File: src/sv/ethernet_ipv4_rx_classifier_unit_macros.svh
// Assertion macros shared by the receive classifier modules.
// Depends on nothing; included inside module bodies.
`ifndef ETHERNET_IPV4_RX_CLASSIFIER_UNIT_MACROS_SVH
`define ETHERNET_IPV4_RX_CLASSIFIER_UNIT_MACROS_SVH
// implication checked on every clock, idle in reset
`define EIRC_ASSERT_IMP(lbl, clk, rst_n, ante, cons) \
	lbl: assert property (@(posedge clk) disable iff (!rst_n) (ante) |-> (cons)) \
		else $error("assertion failed");
// next-cycle implication
`define EIRC_ASSERT_NEXT(lbl, clk, rst_n, ante, cons) \
	lbl: assert property (@(posedge clk) disable iff (!rst_n) (ante) |=> (cons)) \
		else $error("assertion failed");
`endif

File: src/sv/eirc_pkg.sv
// Package for the Ethernet/IPv4 receive classifier: types, codes, limits.
// No dependencies.
package eirc_pkg;
	localparam int ArpEntriesDef = 8;
	localparam int MinFrameDef = 60;
	localparam int MaxFrameDef = 1514;
	localparam int NumPortsDef = 4;
	localparam int CapBytes = 42;
	localparam int QDepth = 2;

	typedef enum logic [3:0] {
		V_BAD_SIZE = 4'd0, V_ADDR_MISS = 4'd1, V_OTHER_ETYPE = 4'd2, V_IP_HDR = 4'd3,
		V_NOT_LOCAL = 4'd4, V_OTHER_PROTO = 4'd5, V_ICMP_OTHER = 4'd6, V_ICMP_ECHO = 4'd7,
		V_UDP_MISS = 4'd8, V_UDP_OK = 4'd9, V_ARP_IGN = 4'd10, V_ARP_LEARN = 4'd11,
		V_ARP_REPLY = 4'd12
	} verdict_t;

	typedef enum logic [2:0] {
		R_LOCAL_MAC = 3'd0, R_LOCAL_IP = 3'd1, R_MODE = 3'd2, R_PORT_CNT = 3'd3,
		R_PORT0 = 3'd4, R_PORT1 = 3'd5, R_PORT2 = 3'd6, R_PORT3 = 3'd7
	} reg_idx_t;

	typedef struct packed {
		logic [7:0] rx_byte;
		logic       frame_end;
	} in_item_t;

	typedef struct packed {
		logic [3:0]  verdict;
		logic [47:0] remote_mac;
		logic [31:0] remote_ip;
		logic [15:0] remote_port;
		logic [1:0]  port_index;
		logic [10:0] payload_length;
		logic [2:0]  arp_index;
		logic        arp_table_full;
		logic [15:0] icmp_identifier;
		logic [15:0] icmp_sequence;
	} out_item_t;

	// front-to-back job: preclassified frame, ARP part still pending
	typedef struct packed {
		out_item_t   res;
		logic        is_arp;
		logic        arp_reply;
		logic [31:0] sip;
		logic [47:0] smac;
	} job_t;

	typedef enum logic [1:0] {BK_IDLE, BK_SEARCH, BK_OUT} bk_state_t;
endpackage

File: src/sv/eirc_front.sv
// Front part: byte capture, length/address/ethertype/IP/UDP/ICMP/ARP checks.
// Uses eirc_pkg; feeds jobs into the queue.
module eirc_front #(
	parameter int MIN_FRAME_BYTES = eirc_pkg::MinFrameDef,
	parameter int MAX_FRAME_BYTES = eirc_pkg::MaxFrameDef,
	parameter int NUM_PORTS = eirc_pkg::NumPortsDef
) (
	input  logic               clk,
	input  logic               arst_n,
	input  logic               in_acc,
	input  eirc_pkg::in_item_t in_item,
	input  logic [47:0]        local_mac,
	input  logic [31:0]        local_ip,
	input  logic [1:0]         accept_mode,
	input  logic [2:0]         port_cnt,
	input  logic [63:0]        ports,
	output logic               job_valid,
	output eirc_pkg::job_t     job
);
	import eirc_pkg::*;

	logic [10:0] pos_q;
	logic [7:0]  cap_q [CapBytes];
	logic [7:0]  h [CapBytes];
	logic [11:0] len;
	logic [15:0] etype, total, ulen, dport;
	logic [2:0]  cnt;
	logic        hit;
	logic [1:0]  hidx;
	job_t        j;

	always_ff @(posedge clk or negedge arst_n) begin
		if (!arst_n) begin
			pos_q <= '0;
		end else if (in_acc) begin
			if (in_item.frame_end) pos_q <= '0;
			else if (pos_q != 11'h7FF) pos_q <= pos_q + 11'd1;
		end
	end

	always_ff @(posedge clk) begin
		if (in_acc && pos_q < 11'(CapBytes)) cap_q[pos_q[5:0]] <= in_item.rx_byte;
	end

	// last byte may land in the capture the same cycle
	always_comb begin
		for (int k = 0; k < CapBytes; k++)
			h[k] = (pos_q == 11'(k)) ? in_item.rx_byte : cap_q[k];
	end

	always_comb begin
		len = {1'b0, pos_q} + 12'd1;
		etype = {h[12], h[13]};
		total = {h[16], h[17]};
		dport = {h[36], h[37]};
		ulen = {h[38], h[39]};
		cnt = (port_cnt > 3'(NUM_PORTS)) ? 3'(NUM_PORTS) : port_cnt;
		hit = 1'b0;
		hidx = '0;
		for (int k = 3; k >= 0; k--) begin
			if (k < NUM_PORTS && 3'(k) < cnt && ports[16*k +: 16] == dport) begin
				hit = 1'b1;
				hidx = 2'(k);
			end
		end
		j = '0;
		if (len < 12'(MIN_FRAME_BYTES) || len > 12'(MAX_FRAME_BYTES) || len < 12'(CapBytes)) begin
			j.res.verdict = V_BAD_SIZE;
		end else begin
			j.res.remote_mac = {h[6], h[7], h[8], h[9], h[10], h[11]};
			if (!((accept_mode[0] && {h[0], h[1], h[2], h[3], h[4], h[5]} == 48'hFFFF_FFFF_FFFF)
				|| (accept_mode[1] && {h[0], h[1], h[2], h[3], h[4], h[5]} == local_mac))) begin
				j.res.verdict = V_ADDR_MISS;
			end else if (etype == 16'h0800) begin
				if (h[14] != 8'h45 || h[15] != 8'h00 || h[21] != 8'h00
					|| !(h[20] == 8'h00 || h[20] == 8'h40)) begin
					j.res.verdict = V_IP_HDR;
				end else begin
					j.res.remote_ip = {h[26], h[27], h[28], h[29]};
					if ({h[30], h[31], h[32], h[33]} != local_ip) j.res.verdict = V_NOT_LOCAL;
					else if (h[23] == 8'd17) begin
						if (hit && ulen >= 16'd8 && total >= 16'd28
							&& (ulen - 16'd8) == (total - 16'd28)
							&& (total - 16'd28) <= 16'd2047) begin
							j.res.verdict = V_UDP_OK;
							j.res.remote_port = {h[34], h[35]};
							j.res.port_index = hidx;
							j.res.payload_length = 11'(total - 16'd28);
						end else j.res.verdict = V_UDP_MISS;
					end else if (h[23] == 8'd1) begin
						if (h[34] != 8'h08) j.res.verdict = V_ICMP_OTHER;
						else begin
							j.res.verdict = V_ICMP_ECHO;
							j.res.icmp_identifier = {h[38], h[39]};
							j.res.icmp_sequence = {h[40], h[41]};
						end
					end else j.res.verdict = V_OTHER_PROTO;
				end
			end else if (etype == 16'h0806) begin
				if ({h[14], h[15]} != 16'h0001 || {h[16], h[17]} != 16'h0800 || h[18] != 8'd6
					|| h[19] != 8'd4 || {h[38], h[39], h[40], h[41]} != local_ip) begin
					j.res.verdict = V_ARP_IGN;
				end else begin
					j.is_arp = 1'b1;
					j.res.verdict = V_ARP_IGN;
					j.arp_reply = ({h[20], h[21]} == 16'h0001);
					j.smac = {h[22], h[23], h[24], h[25], h[26], h[27]};
					j.sip = {h[28], h[29], h[30], h[31]};
				end
			end else j.res.verdict = V_OTHER_ETYPE;
		end
	end

	assign job_valid = in_acc && in_item.frame_end;
	assign job = j;
endmodule

File: src/sv/eirc_queue.sv
// Two-entry job queue between front and back parts.
// Uses eirc_pkg and the assertion macros.
module eirc_queue (
	input  logic           clk,
	input  logic           arst_n,
	input  logic           push,
	input  eirc_pkg::job_t push_job,
	output logic           full,
	output logic           not_empty,
	input  logic           pop,
	output eirc_pkg::job_t head
);
	import eirc_pkg::*;
	`include "ethernet_ipv4_rx_classifier_unit_macros.svh"

	job_t       mem_q [QDepth];
	logic       wp_q, rp_q;
	logic [1:0] cnt_q;

	always_ff @(posedge clk) begin
		if (push) mem_q[wp_q] <= push_job;
	end

	always_ff @(posedge clk or negedge arst_n) begin
		if (!arst_n) begin
			wp_q <= 1'b0;
			rp_q <= 1'b0;
			cnt_q <= '0;
		end else begin
			if (push) wp_q <= ~wp_q;
			if (pop) rp_q <= ~rp_q;
			cnt_q <= cnt_q + 2'(push) - 2'(pop);
		end
	end

	assign full = (cnt_q == 2'(QDepth));
	assign not_empty = (cnt_q != 2'd0);
	assign head = mem_q[rp_q];

	`EIRC_ASSERT_IMP(a_no_overflow, clk, arst_n, full, !push)
	`EIRC_ASSERT_IMP(a_no_underflow, clk, arst_n, !not_empty, !pop)
	`EIRC_ASSERT_IMP(a_cnt_range, clk, arst_n, 1'b1, cnt_q <= 2'(QDepth))
endmodule

File: src/sv/eirc_back.sv
// Back part: ARP neighbour table search/update and the output register.
// Uses eirc_pkg and the assertion macros.
module eirc_back #(
	parameter int ARP_ENTRIES = eirc_pkg::ArpEntriesDef
) (
	input  logic              clk,
	input  logic              arst_n,
	input  logic              job_valid,
	input  eirc_pkg::job_t    job,
	output logic              job_pop,
	output logic              out_valid,
	input  logic              out_stall,
	output eirc_pkg::out_item_t out_item
);
	import eirc_pkg::*;
	`include "ethernet_ipv4_rx_classifier_unit_macros.svh"

	localparam int IW = (ARP_ENTRIES > 1) ? $clog2(ARP_ENTRIES) : 1;
	localparam int CW = $clog2(ARP_ENTRIES + 1);

	logic [31:0] nip_q [ARP_ENTRIES];
	logic [47:0] nmac_q [ARP_ENTRIES];
	logic [CW-1:0] ncnt_q, k_q;
	bk_state_t   st_q, st_d;
	out_item_t   res_q, res_d;
	logic        wr_en;
	logic [IW-1:0] wr_idx;
	logic        wr_new;

	always_ff @(posedge clk or negedge arst_n) begin
		if (!arst_n) begin
			st_q <= BK_IDLE;
			ncnt_q <= '0;
			k_q <= '0;
		end else begin
			st_q <= st_d;
			if (st_q == BK_IDLE) k_q <= '0;
			else if (st_q == BK_SEARCH) k_q <= k_q + CW'(1);
			if (wr_en && wr_new) ncnt_q <= ncnt_q + CW'(1);
		end
	end

	always_ff @(posedge clk) begin
		res_q <= res_d;
		if (wr_en) begin
			nmac_q[wr_idx] <= job.smac;
			if (wr_new) nip_q[wr_idx] <= job.sip;
		end
	end

	// one neighbour entry compared per cycle
	always_comb begin
		st_d = st_q;
		res_d = res_q;
		job_pop = 1'b0;
		wr_en = 1'b0;
		wr_new = 1'b0;
		wr_idx = '0;
		case (st_q)
			BK_IDLE: begin
				if (job_valid) begin
					res_d = job.res;
					if (job.is_arp) st_d = BK_SEARCH;
					else begin
						job_pop = 1'b1;
						st_d = BK_OUT;
					end
				end
			end
			BK_SEARCH: begin
				if (k_q < ncnt_q) begin
					if (nip_q[k_q[IW-1:0]] == job.sip) begin
						wr_en = 1'b1;
						wr_idx = k_q[IW-1:0];
					end
				end else if (ncnt_q < CW'(ARP_ENTRIES)) begin
					wr_en = 1'b1;
					wr_new = 1'b1;
					wr_idx = ncnt_q[IW-1:0];
				end else begin
					res_d.arp_table_full = 1'b1;
					job_pop = 1'b1;
					st_d = BK_OUT;
				end
				if (wr_en) begin
					res_d.verdict = job.arp_reply ? V_ARP_REPLY : V_ARP_LEARN;
					res_d.remote_ip = job.sip;
					res_d.arp_index = 3'(wr_idx);
					job_pop = 1'b1;
					st_d = BK_OUT;
				end
			end
			BK_OUT: begin
				if (!out_stall) st_d = BK_IDLE;
			end
			default: st_d = BK_IDLE;
		endcase
	end

	assign out_valid = (st_q == BK_OUT);
	assign out_item = res_q;

	`EIRC_ASSERT_NEXT(a_hold, clk, arst_n, out_valid && out_stall, out_valid && $stable(out_item))
	`EIRC_ASSERT_IMP(a_cnt_bound, clk, arst_n, 1'b1, ncnt_q <= CW'(ARP_ENTRIES))
	`EIRC_ASSERT_IMP(a_pop_once, clk, arst_n, job_pop, st_d == BK_OUT)
endmodule

File: src/sv/ethernet_ipv4_rx_classifier_unit.sv
// Ethernet/IPv4/ARP receive classifier, top level.
// Frame bytes enter on the in channel, one beat per byte, last byte flagged
// by frame_end. Each frame gives one verdict beat on the out channel, with
// source addresses, UDP, ICMP and ARP details as the verdict calls for.
// Configuration: cfg_we/cfg_index/cfg_data write one of eight registers
// (local MAC, local IP, accept mode, port count, four bound ports); write
// only while idle. Bytes are taken one per cycle unless stalled; the frame
// verdict is formed combinationally on the last byte and pushed into a
// two-entry queue. The back part compares one ARP table entry per cycle.
// Frame-end beats stall only while the queue is full; other bytes never
// stall. A stalled output holds its verdict. Reset clears the position
// counter, the queue and the ARP table fill count; table contents and
// captured header bytes stay as they were.
module ethernet_ipv4_rx_classifier_unit #(
	parameter int ARP_ENTRIES = eirc_pkg::ArpEntriesDef,
	parameter int MIN_FRAME_BYTES = eirc_pkg::MinFrameDef,
	parameter int MAX_FRAME_BYTES = eirc_pkg::MaxFrameDef,
	parameter int NUM_PORTS = eirc_pkg::NumPortsDef
) (
	input  logic                clk,
	input  logic                arst_n,
	input  logic                in_valid,
	output logic                in_stall,
	input  eirc_pkg::in_item_t  in_data,
	output logic                out_valid,
	input  logic                out_stall,
	output eirc_pkg::out_item_t out_data,
	input  logic                cfg_we,
	input  logic [3:0]          cfg_index,
	input  logic [47:0]         cfg_data
);
	import eirc_pkg::*;

	logic [47:0] mac_q;
	logic [31:0] ip_q;
	logic [1:0]  mode_q;
	logic [2:0]  pcnt_q;
	logic [63:0] ports_q;
	logic        in_acc, jv, qfull, qne, qpop;
	job_t        fjob, qhead;

	always_ff @(posedge clk or negedge arst_n) begin
		if (!arst_n) begin
			mac_q <= '0;
			ip_q <= '0;
			mode_q <= '0;
			pcnt_q <= '0;
			ports_q <= '0;
		end else if (cfg_we && !cfg_index[3]) begin
			case (reg_idx_t'(cfg_index[2:0]))
				R_LOCAL_MAC: mac_q <= cfg_data;
				R_LOCAL_IP: ip_q <= cfg_data[31:0];
				R_MODE: mode_q <= cfg_data[1:0];
				R_PORT_CNT: pcnt_q <= cfg_data[2:0];
				R_PORT0: ports_q[15:0] <= cfg_data[15:0];
				R_PORT1: ports_q[31:16] <= cfg_data[15:0];
				R_PORT2: ports_q[47:32] <= cfg_data[15:0];
				R_PORT3: ports_q[63:48] <= cfg_data[15:0];
				default: ;
			endcase
		end
	end

	assign in_stall = in_data.frame_end && qfull;
	assign in_acc = in_valid && !in_stall;

	eirc_front #(
		.MIN_FRAME_BYTES(MIN_FRAME_BYTES),
		.MAX_FRAME_BYTES(MAX_FRAME_BYTES),
		.NUM_PORTS(NUM_PORTS)
	) u_front (
		.clk(clk), .arst_n(arst_n), .in_acc(in_acc), .in_item(in_data),
		.local_mac(mac_q), .local_ip(ip_q), .accept_mode(mode_q),
		.port_cnt(pcnt_q), .ports(ports_q), .job_valid(jv), .job(fjob)
	);

	eirc_queue u_queue (
		.clk(clk), .arst_n(arst_n), .push(jv), .push_job(fjob), .full(qfull),
		.not_empty(qne), .pop(qpop), .head(qhead)
	);

	eirc_back #(.ARP_ENTRIES(ARP_ENTRIES)) u_back (
		.clk(clk), .arst_n(arst_n), .job_valid(qne), .job(qhead), .job_pop(qpop),
		.out_valid(out_valid), .out_stall(out_stall), .out_item(out_data)
	);
endmodule
File: config.mk
export PLATFORM = sky130hd
export DESIGN_NAME = ethernet_ipv4_rx_classifier_unit
export DESIGN_NICKNAME = d
export VERILOG_FILES = /design/src/sv/eirc_pkg.sv /design/src/sv/eirc_front.sv /design/src/sv/eirc_queue.sv /design/src/sv/eirc_back.sv /design/src/sv/ethernet_ipv4_rx_classifier_unit.sv
export VERILOG_INCLUDE_DIRS = /design/src /design/src/sv
export SDC_FILE = /design/constraint.sdc
export NUM_CORES = 2
export LEC_CHECK = 0
export BUFFER_PORTS_ARGS = -buffer_cell sky130_fd_sc_hd__buf_2
export CAP_MARGIN = 25
export CORE_MARGIN = 1
export CORE_UTILIZATION = 35
export CTS_BUF_LIST = sky130_fd_sc_hd__clkbuf_4 sky130_fd_sc_hd__clkbuf_8 sky130_fd_sc_hd__clkbuf_16
export DETAILED_ROUTE_END_ITERATION = 16
export GPL_ROUTABILITY_DRIVEN = 0
export HOLD_SLACK_MARGIN = 0.06
export PLACE_DENSITY = 0.49
export SLEW_MARGIN = 20
export SYNTH_ARGS = -nofsm -noshare
export SYNTH_HDL_FRONTEND = slang
export SYNTH_SLANG_ARGS = --single-unit
export TNS_END_PERCENT = 50
File: constraint.sdc
create_clock -name clk -period 20 [get_ports clk]
set_clock_uncertainty 0.1 [all_clocks]
set_input_delay 4 -clock clk [delete_from_list [all_inputs] [get_ports clk]]
set_output_delay 4 -clock clk [all_outputs]
set_load 0.005 [all_outputs]
* Yosys cells after proc, flatten, opt, wreduce, memory -nomap -nowiden *
Memory sizes are Yosys's and may differ from the RTL's.
Index checks and enable logic that the tools add are counted.

storage, ports and cells
  bits in writable memories = 1046
  memory bits (read-only) = 0
  logic and storage cells = 309
  memories kept = 3
  flip-flop bits (word level) = 323
  output and inout bits = 151
  bits in latches = 0
  input port bits = 66

memory list
  memory         depth  width  rd ports  clocked after memory_dff  wr ports  line              text
  u_queue.mem_q  2      227    1         0                         1         eirc_queue.sv:16  job_t mem_q [QDepth];
  u_front.cap_q  42     8      42        0                         1         eirc_front.sv:23  logic [7:0] cap_q [CapBytes];
  u_back.nip_q   8      32     1         0                         1         eirc_back.sv:21   logic [31:0] nip_q [ARP_ENTRIES];

operators by class
  divide/modulo/power cells = 0
  equality and inequality tests = 81
  add/subtract/negate cells = 8
  shift operators = 0
  bitwise operators = 2
  reductions and logical operators = 52
  order comparisons = 14
  muxes and demuxes = 124
  multipliers = 0

operator list
  operator                                                               count
  8-bit two-way mux                                                      42
  82-bit two-way mux                                                     3
  114-bit two-way mux                                                    2
  32-bit two-way mux                                                     7
  61-bit two-way mux                                                     3
  11-bit by 5-bit == test with 1-bit output, second input constant       16
  149-bit two-way mux                                                    1
  11-bit by 6-bit == test with 1-bit output, second input constant       10
  109-bit two-way mux                                                    1
  11-bit by 4-bit == test with 1-bit output, second input constant       8
  29-bit two-way mux                                                     3
  16-bit == test                                                         5
  32-bit inequality test                                                 2
  32-bit one-hot mux with 2 select lines                                 1
  48-bit == test                                                         1
  48-bit == test, second input constant                                  1
  11-bit by 3-bit == test with 1-bit output, second input constant       4
  4-bit two-way mux                                                      11
  16-bit by 12-bit == test with 1-bit output, second input constant      2
  32-bit == test                                                         1
  1-bit two-way mux                                                      27
  12-bit by 6-bit < comparator with 1-bit output, second input constant  2
  11-bit by 2-bit == test with 1-bit output, second input constant       2
  11-bit two-way mux                                                     2
  53 further kinds                                                       124

* Longest topological paths before layout *
  word-level depth = 19
  gate-level depth with buffers = 22
  mapped depth without buffers = 16

* Hierarchy *
Synthesis repeated with hierarchy kept, for this count alone.

unflattened totals
  cells, all modules = 4054
  area total of the unflattened synthesis = 60350.4 um2

modules (own cells, without submodules)
  module                            area an instance (um2)  instances  seq. area each (um2)  cells each
  eirc_front                        21249.1                 1          10364.9               2154
  eirc_queue                        17614.4                 1          13973.4               734
  eirc_back                         15705.1                 1          12411.9               840
  ethernet_ipv4_rx_classifier_unit  5781.8                  1          3728.6                326

* Least setup slack after synthesis *
OpenSTA, ideal clock, no wires.

  path kind = input -> register
  from = in in_data[0] (netlist bit)
  to = mem u_queue.mem_q[0][100] (netlist bit) (enable)
  setup slack = 7.358 ns
  required time = 19.180 ns
  buffers on the path = 0
  arrival = 11.821 ns
  cell stages on the path = 4
  library setup time = 0.720 ns
  cells stage by stage = nand3_1 -> and2_1 -> nand2_1 -> nor2_1

on the way
  cells in the longest elaborated chain, start to end = 6

ends and longest elaborated chain
  what                                         line                                    text
  start, declared                              ethernet_ipv4_rx_classifier_unit.sv:24  input eirc_pkg::in_item_t in_data,
  1-bit logical AND                            ethernet_ipv4_rx_classifier_unit.sv:64  assign in_stall = in_data.frame_end && qfull;
  1-bit logical NOT                            ethernet_ipv4_rx_classifier_unit.sv:65  assign in_acc = in_valid && !in_stall;
  1-bit logical AND                            ethernet_ipv4_rx_classifier_unit.sv:65
  1-bit logical AND (*)                        eirc_front.sv:114                       assign job_valid = in_acc && in_item.frame_end;
  1-bit two-way mux (*)                        eirc_queue.sv:21                        if (push) mem_q[wp_q] <= push_job;
  1-bit two-way mux (not written as such) (*)  eirc_queue.sv:21
  end, declared                                eirc_queue.sv:16

Mark *: on every way between the ends. The rest lies on a longest branch, timed or not.

* Worst setup path after layout *
  from = in in_data[0] (netlist bit)
  to = out in_stall

on the way
  cells in the longest elaborated chain, start to end = 1

ends and longest elaborated chain
  what               line                                    text
  1-bit logical AND  ethernet_ipv4_rx_classifier_unit.sv:64
  end, declared      ethernet_ipv4_rx_classifier_unit.sv:23  output logic in_stall,

Every way passes these cells.

==> run summary <==
first-pass GRT wire length -> 244000 um
Place WS -> 10.81 ns
Peak VDD IR -> 0.101 mV
dpl cells -> 5922
Pre-antenna DRT Iters -> 6
pwr/cell area -> 121 nW/um^2
Max-slew headroom -> 27.4%
sequential power share -> 45.9%
Leakage -> 22.5 nW
status -> finished, final reports clean
endpoint class of the critical path -> output port
CORE AREA -> 155000 um^2
Max Cap Violations -> 0
internal power -> 5.44 mW
vias in the first global route -> 33700
grt total ovfl -> 0
# IOs -> 217
Post-DP HPWL -> 113000 um
fillers -> 14300
Top Layer Used -> met4
H-tree depth -> 4
CTS Buf Count -> 145
met3 WL -> 10600 um
fin crit share -> 44.5%
sequential-to-total area share from yosys stat -> 66.9%
setup TNS -> 0 ns
prevailing post-synth register cell -> edfxtp_1
Die Span X -> 397 um
post-route cell area -> 63400 um^2
worst hold-check path type -> register to register
met1 WL -> 75300 um
Distinct cells, synth -> 87
Clk pwr share -> 34.4%
DRC violations left -> 0
critical path fanouts, max -> 8
area of the multi-input gates -> 17100 um^2
final non-filler cell total -> 6195
reg2reg setup slack -> 13.40 ns
#FFs+latches synth -> 1249
initial DRC count -> 3113
Longest Clk Path Bufs -> 3
CP required -> 15.90 ns
postcts setup bufs -> 0
placed instance area -> 58500 um^2
largest net degree at the start of global routing -> 137
measured slew at the worst slew-check pin -> 1.06 ns
Initial Util -> 35.4%
Post-Synthesis Net Count -> 3854
die area -> 158000 um^2
Post-synth EDFFs -> 1075
vias -> 33900
Post-CTS Resized -> 0
Cells after Synth -> 3775
PnR worst setup slack -> 11.10 ns
yosys warns -> 0
clock period minus worst slack -> 8.90 ns
Worst EP arrival -> 4.80 ns
routed len/inst -> 27.4 um
Post-Syn Area -> 54700 um^2
Row Count -> 144
hold_ws -> 0.399 ns
Final #Nets -> 4110
die height -> 397 um
share of cells above drive strength 1 -> 22.7%
Psw -> 2.25 mW
clock transition at the registers of the reported paths -> 0.06 ns
number of setup violations in the final report -> 0
Total GRT Usage -> 21.2%
Clock Tree Root -> clkbuf_16
IO Port Bufs -> 216
Syn Area/Cell -> 14.5 um^2
final hold violations -> 0
register area -> 36600 um^2
initial antenna violation count -> 11
antenna-violating nets left -> 0
Layout area overhead -> 15.8%
sw frac -> 29.2%
TritonCTS Sinks -> 1249
RSZ-0062 raised after global routing -> false
Setup CP Type -> input port to output port
DRT Wirelength -> 170000 um
Slew Limit Fails -> 0
met2 wire length -> 78600 um
vias per cell -> 5.47
Logic pwr share -> 19.7%
CTS tree -> done
Max Clock Freq -> 112 MHz
Startpoint Class -> input port
Synth async-reset ratio -> 13.9%
Clk Latency, worst-skew pair -> 0.78 ns
hold_buf cts -> 0
layer usage:
metal | vias to the layer above | global-route usage [%]
met5 | - | 0
met4 | 0 | 6.49
met3 | 286 | 3.40
met2 | 1303 | 33.6
met1 | 17400 | 29.9
li1 | 15000 | -
per-stage QoR:
step | total power, mW | util, %
6_report | 7.69 | 41.0
5_1_grt | 8.01 | 41.0
4_1_cts | 7.78 | 40.9
3_5_place_dp | 5.12 | 37.8
3_3_place_gp | 5.11 | 37.8
2_1_floorplan | 4.45 | -
synthesized netlist by cell type, drive strengths merged, types with 17 or more instances:
cell / count / share of area [%]
a21oi: 103 / 0.94
and3: 17 / 0.19
buf: 54 / 0.46
clkbuf: 148 / 1.0
dfrtp: 174 / 8.0
edfxtp: 1075 / 59
inv: 101 / 0.69
mux2: 251 / 5.2
mux2i: 270 / 4.9
mux4: 64 / 2.6
nand2: 196 / 1.3
nand2b: 26 / 0.30
nand3: 76 / 0.70
nand3b: 21 / 0.29
nand4: 33 / 0.38
nor2: 279 / 1.9
nor2b: 18 / 0.21
nor3: 114 / 1.2
nor4: 97 / 1.3
o21ai: 88 / 0.80
o22ai: 59 / 0.67
xnor2: 168 / 2.7
xor2: 47 / 0.75
critical path: stages:
cell and delay (ns):
buf_2 0.23, nand3_1 0.17, inv_1 0.22, buf_2 0.16
power by group through the flow:
stage / sequential (mW) / combinational [mW] / clock [mW]
after detailed placement: 3.59 / 1.53 / 0
final: 3.53 / 1.51 / 2.65
after CTS: 3.54 / 1.53 / 2.71
after floorplan: 3.52 / 0.930 / 0
after global placement: 3.59 / 1.52 / 0
after global routing: 3.57 / 1.63 / 2.81
sequential cells by signal, summed over array words and instances (netlist names), 3 cells and up:
name and count:
u_back.ncnt_q 4, ip_q 32, pcnt_q 3, u_back.k_q 4, u_front.pos_q 11, u_back.out_item 149
mac_q 48, ports_q 64, u_queue.mem_q 358, u_front.cap_q 312, u_back.nip_q 256
final timing paths:
check,cells past startpoint,start,to
max,4,in_data[0],in_stall
min,1,u_back.k_q[3],u_back.k_q[3]
max reg2reg,15,u_front.pos_q[1],u_queue.mem_q[1][80]
min reg2reg,1,u_back.k_q[3],u_back.k_q[3]
max in group asynchronous,2,arst_n,mac_q[29]
min in group asynchronous,1,arst_n,ports_q[29]
final cells by class:
cell class	count	area share, %
Tap cell	2044	4.04
Clock buffer	194	6.40
Sequential cell	1249	57.8
Clock inverter	72	1.22
Inverter	103	0.610
Multi-Input combinational cell	2221	27.0
Antenna cell	1	0.00395
Timing Repair Buffer	311	2.94
layout by cell type (no fill, tap or decap), types with 13 or more instances in the layout:
| cell | instances |
|---|---|
| dfrtp_1 | 171 |
| o22ai_1 | 59 |
| nor2_1 | 268 |
| buf_2 | 209 |
| nand3_1 | 76 |
| mux2_2 | 251 |
| clkbuf_4 | 39 |
| nor2b_1 | 18 |
| xor2_1 | 47 |
| o31ai_1 | 16 |
| o21ai_0 | 85 |
| clkinv_2 | 18 |
| edfxtp_1 | 1075 |
| nand2b_1 | 25 |
| mux4_2 | 64 |
| ha_1 | 13 |
| clkbuf_16 | 145 |
| nor3_2 | 14 |
| o221ai_1 | 14 |
| and2_1 | 13 |
| nor3_1 | 98 |
| buf_4 | 97 |
| nand4_1 | 33 |
| inv_1 | 100 |
| a21oi_1 | 102 |
| clkinv_1 | 31 |
| xnor2_1 | 168 |
| nand3b_1 | 21 |
| nand2_1 | 195 |
| or3_1 | 16 |
| mux2i_1 | 270 |
| nor4_1 | 84 |
| and3_1 | 16 |
kinds of logic after synthesis:
group | after synthesis | synth area share [%]
AND/OR/NAND/NOR | 973 | 9.13
adder cells (fa/ha/maj) | 13 | 0.297
XOR/XNOR | 215 | 3.44
AO/OA/AOI/OAI | 435 | 5.26
multiplexers | 585 | 12.7
flip-flops | 1249 | 66.9
buffers and inverters | 305 | 2.19
No activity file was read; power rests on OpenSTA's default activity.
